[src/design/tops_pkg.sv]
// ----------------------------------------------------------------------------
// tops_pkg
// Shared constants, types and codes for the bucket tree path store.
// ----------------------------------------------------------------------------
package tops_pkg;

	// Tree geometry and storage sizes
	localparam int MAX_HEIGHT   = 4;
	localparam int SLOTS        = 4;
	localparam int NUM_BLOCKS   = 32;
	localparam int PAYLOAD_BITS = 64;

	localparam int NUM_BUCKETS = (2 << MAX_HEIGHT) - 1;
	localparam int BKT_W       = $clog2(NUM_BUCKETS);
	localparam int SLOT_W      = $clog2(SLOTS);
	localparam int BLK_W       = $clog2(NUM_BLOCKS);
	localparam int MAP_W       = MAX_HEIGHT;
	localparam int NODE_W      = MAX_HEIGHT + 1;
	localparam int LVL_W       = $clog2(MAX_HEIGHT + 2);

	// Field widths of the channels
	localparam int CMD_W      = 2;
	localparam int BLK_IN_W   = 5;
	localparam int LEAF_IN_W  = 4;
	localparam int LEVEL_W    = 3;
	localparam int SLOT_IN_W  = 2;
	localparam int PAY_W      = 64;
	localparam int STATUS_W   = 2;
	localparam int HT_W       = 3;

	localparam logic [HT_W-1:0] HEIGHT_RESET = HT_W'(4);

	typedef enum logic [CMD_W-1:0] {
		CMD_SET_LEAF = 2'd0,
		CMD_STORE    = 2'd1,
		CMD_FETCH    = 2'd2
	} cmd_t;

	typedef enum logic [STATUS_W-1:0] {
		ST_OK        = 2'd0,
		ST_OCCUPIED  = 2'd1,
		ST_NOT_FOUND = 2'd2
	} status_t;

	typedef enum logic [1:0] {
		S_IDLE,
		S_STORE,
		S_FETCH,
		S_DONE
	} state_t;

	// One slot of a bucket as kept in the slot memories
	typedef struct packed {
		logic [BLK_W-1:0]        blk;
		logic [PAYLOAD_BITS-1:0] payload;
	} slot_entry_t;

	localparam int ENTRY_W = $bits(slot_entry_t);

	// Control outputs of the sequencer
	typedef struct packed {
		logic req_ready;
		logic store_en;
		logic fetch_rd;
		logic use_lvl_cnt;
	} ctrl_t;

endpackage

[src/design/tops_path_unit.sv]
// ----------------------------------------------------------------------------
// tops_path_unit
// Bucket address of one level on the path from a leaf to the root.
// ----------------------------------------------------------------------------
module tops_path_unit (
	input  logic [tops_pkg::HT_W-1:0]  height,
	input  logic [tops_pkg::MAP_W-1:0] leaf,
	input  logic [tops_pkg::HT_W-1:0]  level,
	output logic [tops_pkg::BKT_W-1:0] bucket
);
	import tops_pkg::*;

	logic [NODE_W-1:0] top_bit;
	logic [NODE_W-1:0] node;
	logic [NODE_W-1:0] shifted;
	logic [HT_W-1:0]   shamt;

	// node = 2^h + (leaf mod 2^h); bucket = (node >> (h - level)) - 1
	always_comb begin
		top_bit = NODE_W'(1) << height;
		node    = top_bit | ({1'b0, leaf} & (top_bit - NODE_W'(1)));
		shamt   = height - level;
		shifted = node >> shamt;
		bucket  = BKT_W'(shifted - NODE_W'(1));
	end

endmodule
[config.mk]
export PLATFORM = sky130hd
export DESIGN_NAME = tops_path_unit
export DESIGN_NICKNAME = d
export VERILOG_FILES = /design/src/design/tops_pkg.sv /design/src/design/tops_path_unit.sv
export SDC_FILE = /design/constraint.sdc
export NUM_CORES = 1
export LEC_CHECK = 0
export BUFFER_PORTS_ARGS = -buffer_cell sky130_fd_sc_hd__buf_2
export CAP_MARGIN = 40
export CORE_AREA = 8 8 45 47
export DETAILED_ROUTE_END_ITERATION = 16
export DIE_AREA = 0 0 53 55
export PLACE_DENSITY_LB_ADDON = 0.2
export SLEW_MARGIN = 10
export SYNTH_ARGS = -nofsm -noshare
export SYNTH_HDL_FRONTEND = slang
export SYNTH_SLANG_ARGS = --single-unit
[constraint.sdc]
create_clock -name vclk -period 2.6
set_clock_uncertainty 0.1 [all_clocks]
set_input_delay 0.26 -clock vclk [all_inputs]
set_output_delay 0.26 -clock vclk [all_outputs]
set_load 0.02 [all_outputs]
==> run_results.csv <==
group,metric,value,unit
run_status,outcome,"finished, violations left",
run_status,violations,"setup timing",
floorplan,io_pins,15,
placement,dp_slack,-0.3681,ns
grt,grt_pass1_vias,559,
min_path,hold_class,"primary input to output pin",
routing,ant_nets,0,
grt,grt_pass1_wl,2456,um
min_path,whs_path_depth,7,
yosys,post_synth.cell_area_avg,7.940,um2
floorplan,initial_core_util,29.84,%
power_and_ir_drop,powerDensity,441.3,nW/um2
yosys,yosys.cell_types.count,34,
power_and_ir_drop,ir_drop,0.2729,mV
yosys,syn-cell-area,412.9,um2
timing,finalCritPeriodShare,106.1,%
min_path,holdPathEnd,"bucket[1]",
yosys,synth_warnings,0,
timing,setup-violations-final,3,
timing,hold_ws,1.150,ns
routing,routed_wl,1446,um
placement,globalplace.congestion,0.8199,
floorplan,core_area,1384,um2
placement,dp_hpwl,1068,um
timing,slew_headroom,47.59,%
cells_and_area,regArea,0,um2
timing,finalMaxSlewViolations,0,
yosys,syn_nets,66,
critical_path,cp.arrival,2.40,ns
floorplan,dieArea,2915,um2
routing,drtIter0Drc,5,
flow_run,max_cap_viol_count,0,
cells_and_area,nets,106,
cells_and_area,seq_cells,0,
critical_path,cp_max_fo,4,
timing,setup_tns,-0.2814,ns
routing,dr.pass1.iters,2,
floorplan,fp.dieH,55,um
grt,grt_overflow,0,
critical_path,end_kind,"output pin",
yosys,syn_inst,52,
timing,min_period,2.759,ns
cells_and_area,fin_util,62.93,%
cells_and_area,diodes,0,
grt,grt_max_degree,8,
min_path,worstHoldStart,"leaf[1]",
cells_and_area,area_delta_synth_final,110.9,%
cells_and_area,num-fill-cells,135,
cells_and_area,layout_commonest_cell,"buf_4",
cells_and_area,final_cell_mix,"buf_4, buf_2, buf_6",
routing,wl_per_cell,13.64,um
routing,vias,537,
cells_and_area,nClkBuffers,0,
grt,track_usage,10.65,%
routing,drc_errors,0,
timing,setup_slack,-0.1587,ns
grt,antenna_found_initial,0,
power_and_ir_drop,leakagePower,0.3989,nW
timing,hold_violations,0,
critical_path,setup.worst_path.class,"primary input to output pin",
timing,fmax,362.5,MHz
clock_tree,hold_buffers,0,
yosys,synth_seq_area_share,0,%
floorplan,rows,14,
timing,worstMarginPinSlew,0.7663,ns
floorplan,die_w,53,um
timing,rsz0062_at_grt,"true",
routing,vias_per_cell,5.066,
placement,portBuffers,15,
cells_and_area,layout-drive-gt1-share,71.11,%
critical_path,startpoint_type,"primary input",
critical_path,cp.required,2.24,ns
metrics by stage:
step / instances / power, W / cell area [um2]
after global placement: 100 / 0.0002953 / 721.9
after CTS: 105 / 0.0003659 / 837.1
final: 106 / 0.0003843 / 870.8
after floorplan: 52 / 0.0001907 / 500.5
after global routing: 106 / 0.0004125 / 870.8
after detailed placement: 100 / 0.0002990 / 721.9
layer usage:
| metal | GRT usage [%] | up-vias | part of all wire, % | wire [um] |
|---|---|---|---|---|
| met1 | 12.75 | 250 | 46 | 665 |
| met4 | 0 | 0 | 0 | 0 |
| met5 | 0 | - | 0 | 0 |
| met2 | 21.09 | 7 | 51 | 734 |
| met3 | 0.8021 | 0 | 3.1 | 45 |
| li1 | - | 280 | - | - |
kinds of logic (layout without fill, tap and decap cells):
group                    Yosys count  count (layout)  share of synthesized area, %
adder cells (fa/ha/maj)            4               4                         13.94
buffers and inverters              7              45                         8.484
AND/OR/NAND/NOR                   19              19                         29.40
XOR/XNOR                           4               4                         16.36
AO/OA/AOI/OAI                     18              18                         31.82
area by class of cell:
cell class / count / area [um2] / area share, %
multi-input combinational: 45 / 501.7 / 57.61
tap: 16 / 20.02 / 2.299
inverter: 5 / 31.28 / 3.592
timing repair buffer: 40 / 317.8 / 36.49
critical path, cell delays in order:
cell and delay, ns:
buf_12 0.11, inv_12 0.04, ha_4 0.11, inv_2 0.03, fa_2 0.34, buf_6 0.13
buf_6 0.10, xor2_1 0.15, a22o_1 0.22, a21oi_2 0.15, nand2_1 0.10, nand2_4 0.08
ha_4 0.16, a21oi_4 0.04, a311oi_4 0.22, buf_6 0.16
synthesized netlist by cell type:
| cell type | number | share of area, % |
|---|---|---|
| or3b_1 | 2 | 4.2 |
| xor3_4 | 1 | 6.7 |
| nand4_1 | 1 | 1.5 |
| a211oi_1 | 1 | 1.8 |
| o41ai_1 | 1 | 2.1 |
| o311a_1 | 1 | 2.4 |
| nand2b_1 | 1 | 1.5 |
| a32oi_1 | 1 | 2.1 |
| o21ai_0 | 2 | 2.4 |
| nor4b_1 | 1 | 2.1 |
| buf_2 | 1 | 1.2 |
| a21oi_1 | 4 | 4.8 |
| nand2_1 | 5 | 4.5 |
| inv_1 | 5 | 4.5 |
| ha_1 | 3 | 9.1 |
| fa_1 | 1 | 4.8 |
| a22o_1 | 3 | 6.4 |
| and4b_2 | 1 | 2.7 |
| xnor2_1 | 1 | 2.1 |
| nor2_1 | 2 | 1.8 |
| a2111oi_0 | 1 | 2.1 |
| xor2_1 | 1 | 2.1 |
| a21boi_0 | 1 | 1.8 |
| o21bai_1 | 1 | 1.8 |
| nand3b_1 | 1 | 1.8 |
| nand3_1 | 1 | 1.2 |
| and4bb_2 | 1 | 3.0 |
| a21o_1 | 1 | 1.8 |
| or3_2 | 1 | 1.8 |
| nor3_1 | 1 | 1.2 |
| a311oi_1 | 1 | 2.1 |
| xnor3_1 | 1 | 5.5 |
| buf_6 | 1 | 2.7 |
| and3_2 | 1 | 1.8 |
power breakdown:
part,leakage (nW),internal [W],switching (W)
Sequential,0,0,0
Combinational,0.399,0.000211,0.000174
Clock,0,0,0
timing repair:
action,CTS,global route
pin swaps,9,7
endpoints found under the setup margin,4,4
setup buffers,5,1
gates resized for setup,20,5
worst max path at each step:
stage	startpoint	endpoint	slack, ns	cells past startpoint
6_report	height[0]	bucket[4]	-0.16	16
5_1_grt	height[0]	bucket[4]	-0.25	17
4_1_cts	height[0]	bucket[4]	-0.30	15
3_5_place_dp	height[0]	bucket[4]	-0.37	14
3_3_place_gp	height[0]	bucket[4]	-0.37	14
2_1_floorplan	height[0]	bucket[4]	-0.12	12
No activity file was read; power rests on OpenSTA's default activity.
