### src/design/tops_ram.sv
// ----------------------------------------------------------------------------
// tops_ram
// Generic single write port RAM with one registered read port.
// ----------------------------------------------------------------------------
module tops_ram #(
	parameter int WIDTH = 8,
	parameter int DEPTH = 16,
	localparam int AW = $clog2(DEPTH)
) (
	input  logic             clk,
	input  logic             we,
	input  logic [AW-1:0]    waddr,
	input  logic [WIDTH-1:0] wdata,
	input  logic [AW-1:0]    raddr,
	output logic [WIDTH-1:0] rdata
);

	logic [WIDTH-1:0] mem_q [DEPTH];
	logic [WIDTH-1:0] rdata_q;

	always_ff @(posedge clk) begin
		if (we) begin
			mem_q[waddr] <= wdata;
		end
		rdata_q <= mem_q[raddr];
	end

	assign rdata = rdata_q;

endmodule

### config.mk
export PLATFORM = sky130hd
export DESIGN_NAME = tops_ram
export DESIGN_NICKNAME = d
export VERILOG_FILES = /design/src/design/tops_ram.sv
export SDC_FILE = /design/constraint.sdc
export NUM_CORES = 1
export LEC_CHECK = 0
export BUFFER_PORTS_ARGS = -buffer_cell sky130_fd_sc_hd__buf_2
export CAP_MARGIN = 20
export CORE_MARGIN = 1.5
export CORE_UTILIZATION = 57
export CTS_BUF_LIST = sky130_fd_sc_hd__clkbuf_8
export DETAILED_ROUTE_END_ITERATION = 6
export HOLD_SLACK_MARGIN = 0.02
export PLACE_DENSITY = 0.78
export SLEW_MARGIN = 20
export SYNTH_ARGS = -nofsm -noshare
export SYNTH_HDL_FRONTEND = slang
export SYNTH_SLANG_ARGS = --single-unit
### constraint.sdc
create_clock -name clk -period 1.7 [get_ports clk]
set_clock_uncertainty 0.1 [all_clocks]
set_input_delay 0.085 -clock clk [delete_from_list [all_inputs] [get_ports clk]]
set_output_delay 0.085 -clock clk [all_outputs]
set_load 0.005 [all_outputs]
==> results_dict.tcl, run 1 <==
set metrics [dict create \
    diodes 0 \
    rsz0062_at_grt "no" \
    placementRows 34 \
    critPathMaxFanout 1 \
    ant_nets 0 \
    synth_area_um2 5150 \
    fin_cells 415 \
    start_util_pct 59.0 \
    die_w_um 98.0 \
    fin_crit_sh_pct 86.3 \
    power_leakage_nw 2.08 \
    port_buffers 25 \
    drv_slew 0 \
    finalSetupViolCount 0 \
    area_delta_synth_final_pct 17.2 \
    hold_violations 0 \
    htree_levels 4 \
    total_power_w 0.00694 \
    synthAdderAreaFrac_pct 0 \
    gp_congestion 0.734 \
    nets 312 \
    yosysSeqAreaShare_pct 77.8 \
    setup_tns_ns 0 \
    min_period_ns 1.47 \
    criticalPathCategory "flop to flop" \
    yosys.area_share.simple_pct 3.18 \
    maxSlewHeadroom_pct 73.6 \
    synthCells 229 \
    cts.sinks 136 \
    gr-total-overflow 0 \
    synth_seq_cells 136 \
    grt_usage_pct 21.2 \
    synth_compound_area_share_pct 2.33 \
    post_cts_buffers 0 \
    synth.avg_cell_area_um2 22.5 \
    drv_cap 0 \
    drc 0 \
    cp-start-kind "flop" \
    synth_top_family_by_area "multiplexers" \
    vias 2462 \
    grt_max_degree 23 \
    viasPerCell 5.93 \
    place_inst 375 \
    layout-drive-gt1-share_pct 31.3 \
    route.detailed.wl_per_inst_um 22.3 \
    fp.dieArea_um2 9610 \
    die_h_um 98.0 \
    path_clk_slew_ns 0.08 \
    cts_root_buf "clkbuf_8" \
    worstMarginPinSlew_ns 0.396 \
    min_path_type "input pin to flop" \
    post_cts_resized 0 \
    drtIter0Drc 202 \
    post-route-util_pct 69.2 \
    ir_worst_vdd_mv 0.598 \
    cp-end-kind "flop" \
    drt_wl_total_um 9260 \
    drtPass1Iterations 4 \
    dp_hpwl_um 5900 \
    status "finished clean" \
    cp.required_ns 1.91 \
    core-area_um2 8720 \
    cts_buffers 17 \
    clk_latency_ns 0.42 \
    whs_ns 0.106 \
    cts.path.max_buffers 2 \
    syn_nets 247 \
    grt_pass1_vias 2483 \
    worst_ep_arrival_time_ns 1.68 \
    antenna_found_initial 0 \
    yosys.area_share.xor_xnor_pct 0 \
    cts_tree "done" \
    ioPinCount 26 \
    yosysWarningCount 0 \
    grt_pass1_wl_um 14300 \
    synth_cell_types 19 \
    synthMuxAreaShare_pct 15.0 \
    power_density_nw_per_um2 1150 \
    fmax_ghz 0.682 \
]
-- registers in the layout, indices dropped and copies added, names as in the netlist --
name and flops:
mem_q 128, rdata 8
-- power breakdown --
part	internal, W	leakage [nW]	switching, W
clock	0.00163	0.227	0.00119
combinational	0.000168	0.634	0.000191
sequential	0.00374	1.22	0.0000203
-- Yosys cell counts --
| cell | number | area, um2 |
|---|---|---|
| mux4_1 | 14 | 368 |
| edfxtp_1 | 128 | 3840 |
| nand3_1 | 1 | 5.00 |
| nor3_1 | 4 | 20.0 |
| a22oi_1 | 16 | 120 |
| and2_1 | 1 | 6.26 |
| clkdlybuf4s25_2 | 3 | 30.0 |
| or3b_2 | 1 | 8.76 |
| nand2b_1 | 2 | 12.5 |
| dfxtp_1 | 8 | 160 |
| buf_4 | 1 | 7.51 |
| nand3b_1 | 2 | 15.0 |
| nand2_1 | 9 | 33.8 |
| and2b_1 | 1 | 7.51 |
| mux4_2 | 18 | 405 |
| nor2b_1 | 1 | 6.26 |
| buf_6 | 3 | 33.8 |
| buf_2 | 3 | 15.0 |
| nor2_1 | 13 | 48.8 |
-- layout make-up --
type / instances / area (um2)
flip-flops and latches: 136 / 4000
fillers: 505 / 2690
multi-input cells: 83 / 1060
repair buffers: 56 / 403
clock buffers: 18 / 248
clock inverters: 14 / 184
well taps: 108 / 135
-- layout by cell type, fill, tap and decap left out, types with 8 or more instances in the layout --
cell type	synthesis	final
nand2_1	9	9
edfxtp_1	128	128
buf_2	3	25
buf_4	1	21
nor2_1	13	13
clkbuf_8	0	18
dfxtp_1	8	8
dlygate4sd3_1	0	8
mux4_2	18	18
mux4_1	14	14
a22oi_1	16	16
-- final timing paths --
path                            slack [ns]    startpoint  depth (start not counted)       end
worst min register to register        0.56  mem_q[11][3]                          3  rdata[3]
worst max register to register        0.23   mem_q[0][2]                          3  rdata[2]
worst min-delay path                  0.11      raddr[1]                          4  rdata[7]
worst max-delay path                  0.23   mem_q[0][2]                          3  rdata[2]
-- routing by layer --
metal / vias to the layer above / track usage (%) / wire, um
li1: 1100 / - / -
met1: 1269 / 29.9 / 4000
met2: 81 / 32.4 / 4700
met3: 12 / 5.15 / 394
met4: 0 / 9.23 / 165
met5: - / 0 / 0
-- metrics by stage --
stage	area (um2)	setup WS (ns)
2_1_floorplan	5150	0.0221
3_3_place_gp	5520	0.0939
3_5_place_dp	5520	0.104
4_1_cts	6030	0.241
5_1_grt	6030	0.148
6_report	6030	0.233
-- critical path, stage by stage (launching register included) --
cell,delay [ns]
edfxtp_1,0.38
mux4_1,0.51
a22oi_1,0.29
nand2_1,0.08
-- timing repair --
| item | in CTS | in global routing |
|---|---|---|
| endpoints found under the setup margin | 0 | 0 |
| hold buffers | 8 | 0 |
| endpoints found under the hold margin | 128 | 0 |
-- logic make-up (layout without fill, tap and decap cells) --
group / Yosys count / after routing
AOI/OAI and AO/OA: 16 / 16
and+or+nand+nor: 35 / 35
buffers and inverters: 10 / 88
muxes: 32 / 32
DFF: 136 / 136
(Power assumes the default switching activity.)
==> inputs of run 2 (changes only) <==
CORE_UTILIZATION = 63   (was 57)
PLACE_DENSITY = 0.82   (was 0.78)
clock period = 1.4 ns   (was 1.7 ns; I/O delays follow)
==> results_dict.tcl, run 2 (synthesis results as in run 1) <==
set metrics [dict create \
    crit_path_start "mem_q[7][5]" \
    r2r_end "rdata[5]" \
    cp.required_ns 1.61 \
    antenna_found_initial 0 \
    route.detailed.wl_per_inst_um 23.8 \
    grt_pass1_vias 2585 \
    criticalPathCategory "flop to flop" \
    ant_nets 0 \
    port_buffers 25 \
    critPathMaxFanout 1 \
    start_util_pct 65.9 \
    ir_worst_vdd_mv 1.43 \
    drv_slew 0 \
    area_delta_synth_final_pct 18.4 \
    die_w_um 93.4 \
    cp-start-kind "flop" \
    fin_crit_sh_pct 101 \
    final-seq-area_um2 4000 \
    worstMarginPinSlew_ns 0.928 \
    grt_max_degree 17 \
    cp-end-kind "flop" \
    multi_input_area_um2 1080 \
    core-area_um2 7810 \
    viasPerCell 6.14 \
    vias 2524 \
    fp.dieArea_um2 8720 \
    place_inst 372 \
    ioPinCount 26 \
    min_period_ns 1.41 \
    r2r_slack_ns -0.01 \
    fin_cells 411 \
    worst_ep_arrival_time_ns 1.62 \
    cts.sinks 136 \
    drt_wl_total_um 9760 \
    hold_violations 0 \
    cts_root_buf "clkbuf_8" \
    clk_latency_ns 0.43 \
    largest_reg_flops 128 \
    endpoint "rdata[5]" \
    cts.path.max_buffers 2 \
    final_area_um2 6090 \
    drtIter0Drc 186 \
    power_leakage_nw 2.06 \
    rsz0062_at_grt "yes" \
    post_cts_buffers 0 \
    pwr-share-seq_pct 55.2 \
    die_h_um 93.4 \
    r2r-start "mem_q[7][5]" \
    diodes 0 \
    placementRows 32 \
    setup_ws_ns -0.0117 \
    layout-drive-gt1-share_pct 37.5 \
    drc 0 \
    cts_buffers 17 \
    path_clk_slew_ns 0.08 \
    cts_tree "done" \
    switchingPower_w 0.00172 \
    power_density_nw_per_um2 1360 \
    largest_register "mem_q" \
    min_path_type "input pin to flop" \
    grt_pass1_wl_um 14800 \
    finalSetupViolCount 1 \
    layout_commonest_cell "edfxtp_1" \
    drv_cap 0 \
    power_frac_clock_pct 38.9 \
    place_area_um2 5590 \
    violations "negative setup slack" \
    switching_share_pct 20.8 \
    mostFrequentLayoutCells "edfxtp_1 (128), mux4_2 (25), buf_2 (25), buf_4 (20), clkbuf_8 (18)" \
    p_comb_share_pct 5.9 \
    nets 315 \
    drtPass1Iterations 4 \
    dp_hpwl_um 5930 \
    p_int_w 0.00657 \
    htree_levels 4 \
    fmax_ghz 0.708 \
    maxSlewHeadroom_pct 38.0 \
    reg2regPathDepth 3 \
    grt_usage_pct 25.4 \
    gr-total-overflow 0 \
    fill_cells 405 \
    gp_congestion 0.739 \
    status "complete, but fails checks" \
]
[run 2: cell count changes in the layout (fill, tap and decap cells not counted), sizes merged]
cell      before  now
buf           48   51
bufinv         4    3
clkinv         4    6
clkinvlp       1    3
inv            5    1
[run 2: final cells by class]
cell class                      count  area share (%)
Sequential cell                   136            65.7
Timing Repair Buffer               59            7.80
Multi-Input combinational cell     83            17.7
Tap cell                          102            2.09
Clock buffer                       18            4.07
Clock inverter                     13            2.57
[run 2: power by group through the flow]
stage | Sequential [W] | Combinational, W | Clock (W)
4_1_cts | 0.00458 | 0.000482 | 0.00328
3_5_place_dp | 0.00467 | 0.000445 | 0
2_1_floorplan | 0.00466 | 0.000231 | 0
6_report | 0.00458 | 0.000486 | 0.00323
3_3_place_gp | 0.00466 | 0.000433 | 0
5_1_grt | 0.00458 | 0.000522 | 0.00344
[run 2: stage by stage]
stage	setup TNS, ns	util, %	worst slack, ns	power [W]	hold slack [ns]
global placement	-1.22	71.6	-0.180	0.00509	0.350
floorplan	-1.02	-	-0.0361	0.00489	0.0689
finish	-0.0117	78.0	-0.0117	0.00829	0.103
detailed placement	-2.23	71.6	-0.214	0.00511	0.344
CTS	-0.0106	78.0	-0.00935	0.00834	0.0819
global route	-0.0783	78.0	-0.0366	0.00855	0.0921
[run 2: worst max-delay path, stage by stage (launching register included)]
cell	delay, ns
edfxtp_1	0.42
mux4_2	0.52
a22oi_2	0.17
nand2_1	0.08
[run 2: worst min-delay path by stage]
stage          startpoint          end  slack [ns]  depth (start not counted)
5_1_grt          waddr[0]  mem_q[0][2]        0.09                          3
2_1_floorplan    wdata[0]  mem_q[0][0]        0.07                          0
3_5_place_dp     rdata[7]     rdata[7]        0.34                          1
4_1_cts          waddr[0]  mem_q[0][2]        0.08                          3
6_report         waddr[1]  mem_q[0][2]        0.10                          3
3_3_place_gp     rdata[1]     rdata[1]        0.35                          1
[run 2: timing repair]
item,CTS,global route
hold buffers,8,0
resized for setup,10,6
pin swaps,3,4
endpoints found under the hold margin,128,0
cloned,0,0
setup endpoints to repair,6,8
[run 2: routing by layer]
layer,up-vias,global-route usage (%),share of wire (%)
li1,1103,-,-
met1,1271,33.6,37
met2,140,40.9,53
met3,10,7.48,9.1
met4,0,9.09,1.2
met5,-,0,0
==> inputs of run 3 (changes only) <==
RECOVER_POWER = 100   (was unset)
==> results_dict.tcl, run 3 (synthesis results as in run 1) <==
set metrics [dict create \
    violations "negative setup slack" \
    cts_tree "done" \
    mostFrequentLayoutCells "edfxtp_1 (128), clkbuf_1 (29), mux4_2 (25), clkbuf_8 (18), nor2_1 (13)" \
    finalSetupViolCount 1 \
    drv_cap 0 \
    setup_tns_ns -0.0116 \
    port_buffers 25 \
    grt_pass1_vias 2585 \
    diodes 0 \
    r2r_end "rdata[5]" \
    grt.busiest_layer "met2" \
    die_h_um 93.4 \
    worstHoldEndpoint "rdata[7]" \
    switching_share_pct 20.9 \
    place_ws_ns -0.214 \
    critPathMaxFanout 1 \
    htree_levels 4 \
    use_met2_pct 40.9 \
    criticalPathCategory "flop to flop" \
    hold-path-cell-count 4 \
    fill_cells 426 \
    p_int_w 0.00655 \
    cp_slowest_cell "mux4_2" \
    cp-end-kind "flop" \
    ir_worst_vdd_mv 1.43 \
    pwr-share-seq_pct 55.3 \
    worstPathCellList "mux4_2 > a22oi_2 > nand2_1" \
    route.detailed.wl_per_inst_um 24.1 \
    r2r_slack_ns -0.01 \
    whs_ns 0.147 \
    layout-drive-gt1-share_pct 27.8 \
    hold_violations 0 \
    r2r-start "mem_q[7][5]" \
    gr-usage-met3_pct 7.48 \
    core-area_um2 7810 \
    worstMarginPinSlew_ns 0.878 \
    power_frac_clock_pct 39.0 \
    ioPinCount 26 \
    grt_util_met1_pct 33.6 \
    drtIter0Drc 190 \
    post_cts_buffers 0 \
    place_inst 372 \
    max_stage_delay_ns 0.52 \
    min_period_ns 1.41 \
    multi_input_area_um2 1080 \
    die_w_um 93.4 \
    switchingPower_w 0.00173 \
    drt_wl_total_um 9890 \
    path_clk_slew_ns 0.07 \
    status "complete, but fails checks" \
    placementRows 32 \
    cp-start-kind "flop" \
    p_comb_share_pct 5.7 \
    grt_max_degree 17 \
    layout_commonest_cell "edfxtp_1" \
    grt_pass1_wl_um 14800 \
    fmax_ghz 0.708 \
    power_density_nw_per_um2 1380 \
    min_path_type "input pin to flop" \
    nets 315 \
    ant_nets 0 \
    cts.path.max_buffers 2 \
    cp.required_ns 1.61 \
    gr-total-overflow 0 \
    drtPass1Iterations 4 \
    dp_hpwl_um 5930 \
    largest_register "mem_q" \
    vias 2549 \
    cts_buffers 17 \
    fin_cells 411 \
    fin_crit_sh_pct 101 \
    setup_ws_ns -0.0116 \
    antenna_found_initial 0 \
    clk_latency_ns 0.43 \
    viasPerCell 6.20 \
    final-seq-area_um2 4000 \
    cts.sinks 136 \
    cts_root_buf "clkbuf_8" \
    gp_congestion 0.739 \
    grt_usage_pct 25.4 \
    rsz0062_at_grt "yes" \
    reg2regPathDepth 3 \
    area_delta_synth_final_pct 16.6 \
    largest_reg_flops 128 \
    drv_slew 0 \
    worst_ep_arrival_time_ns 1.63 \
    min_from "raddr[2]" \
    drc 0 \
    maxSlewHeadroom_pct 41.3 \
    start_util_pct 65.9 \
    fp.dieArea_um2 8720 \
    power_leakage_nw 1.96 \
]
run 3: repair_timing:
action,4_1_cts,5_1_grt
pin swaps,3,4
endpoints found under the setup margin,6,8
gates cloned,0,0
endpoints found under the hold margin,128,0
gates resized for setup,10,6
hold buffers,8,0
run 3: per-stage QoR:
step           cell area [um2]  utilization (%)  power (W)
6_report                  6000             76.9    0.00828
5_1_grt                   6000             76.9    0.00853
4_1_cts                   6090             78.0    0.00834
3_5_place_dp              5590             71.6    0.00511
3_3_place_gp              5590             71.6    0.00509
2_1_floorplan             5150                -    0.00489
run 3: layout make-up:
class,count,area share (%)
flip-flops and latches,136,66.7
well taps,102,2.13
multi-input cells,83,17.9
clock buffers,18,4.13
clock inverters,13,2.61
repair buffers,59,6.52
run 3: worst max path at each step:
stage | from | to | slack, ns | cells past startpoint
after floorplan | waddr[2] | mem_q[3][0] | -0.04 | 2
after global placement | raddr[0] | rdata[6] | -0.18 | 6
after detailed placement | raddr[0] | rdata[6] | -0.21 | 6
after CTS | mem_q[7][5] | rdata[5] | -0.009 | 3
after global routing | mem_q[7][5] | rdata[5] | -0.04 | 3
final | mem_q[7][5] | rdata[5] | -0.01 | 3
run 3: routing by layer:
metal  share of wire, %  vias to the layer above
li1                   -                     1102
met1                 38                     1314
met2                 52                      118
met3                8.3                       15
met4                1.3                        0
met5                  0                        -
run 3: power by group through the flow:
stage | Clock (W) | Sequential [W] | Combinational, W
6_report | 0.00323 | 0.00458 | 0.000469
5_1_grt | 0.00344 | 0.00459 | 0.000504
4_1_cts | 0.00328 | 0.00458 | 0.000482
3_5_place_dp | 0 | 0.00467 | 0.000445
3_3_place_gp | 0 | 0.00466 | 0.000433
2_1_floorplan | 0 | 0.00466 | 0.000231
run 3: worst max-delay path, delay by kind of cell, from the launching register on:
kind / cells / cell delay (ns)
mux: 1 / 0.52
flops: 1 / 0.42
simple gates: 1 / 0.08
compound gates: 1 / 0.18
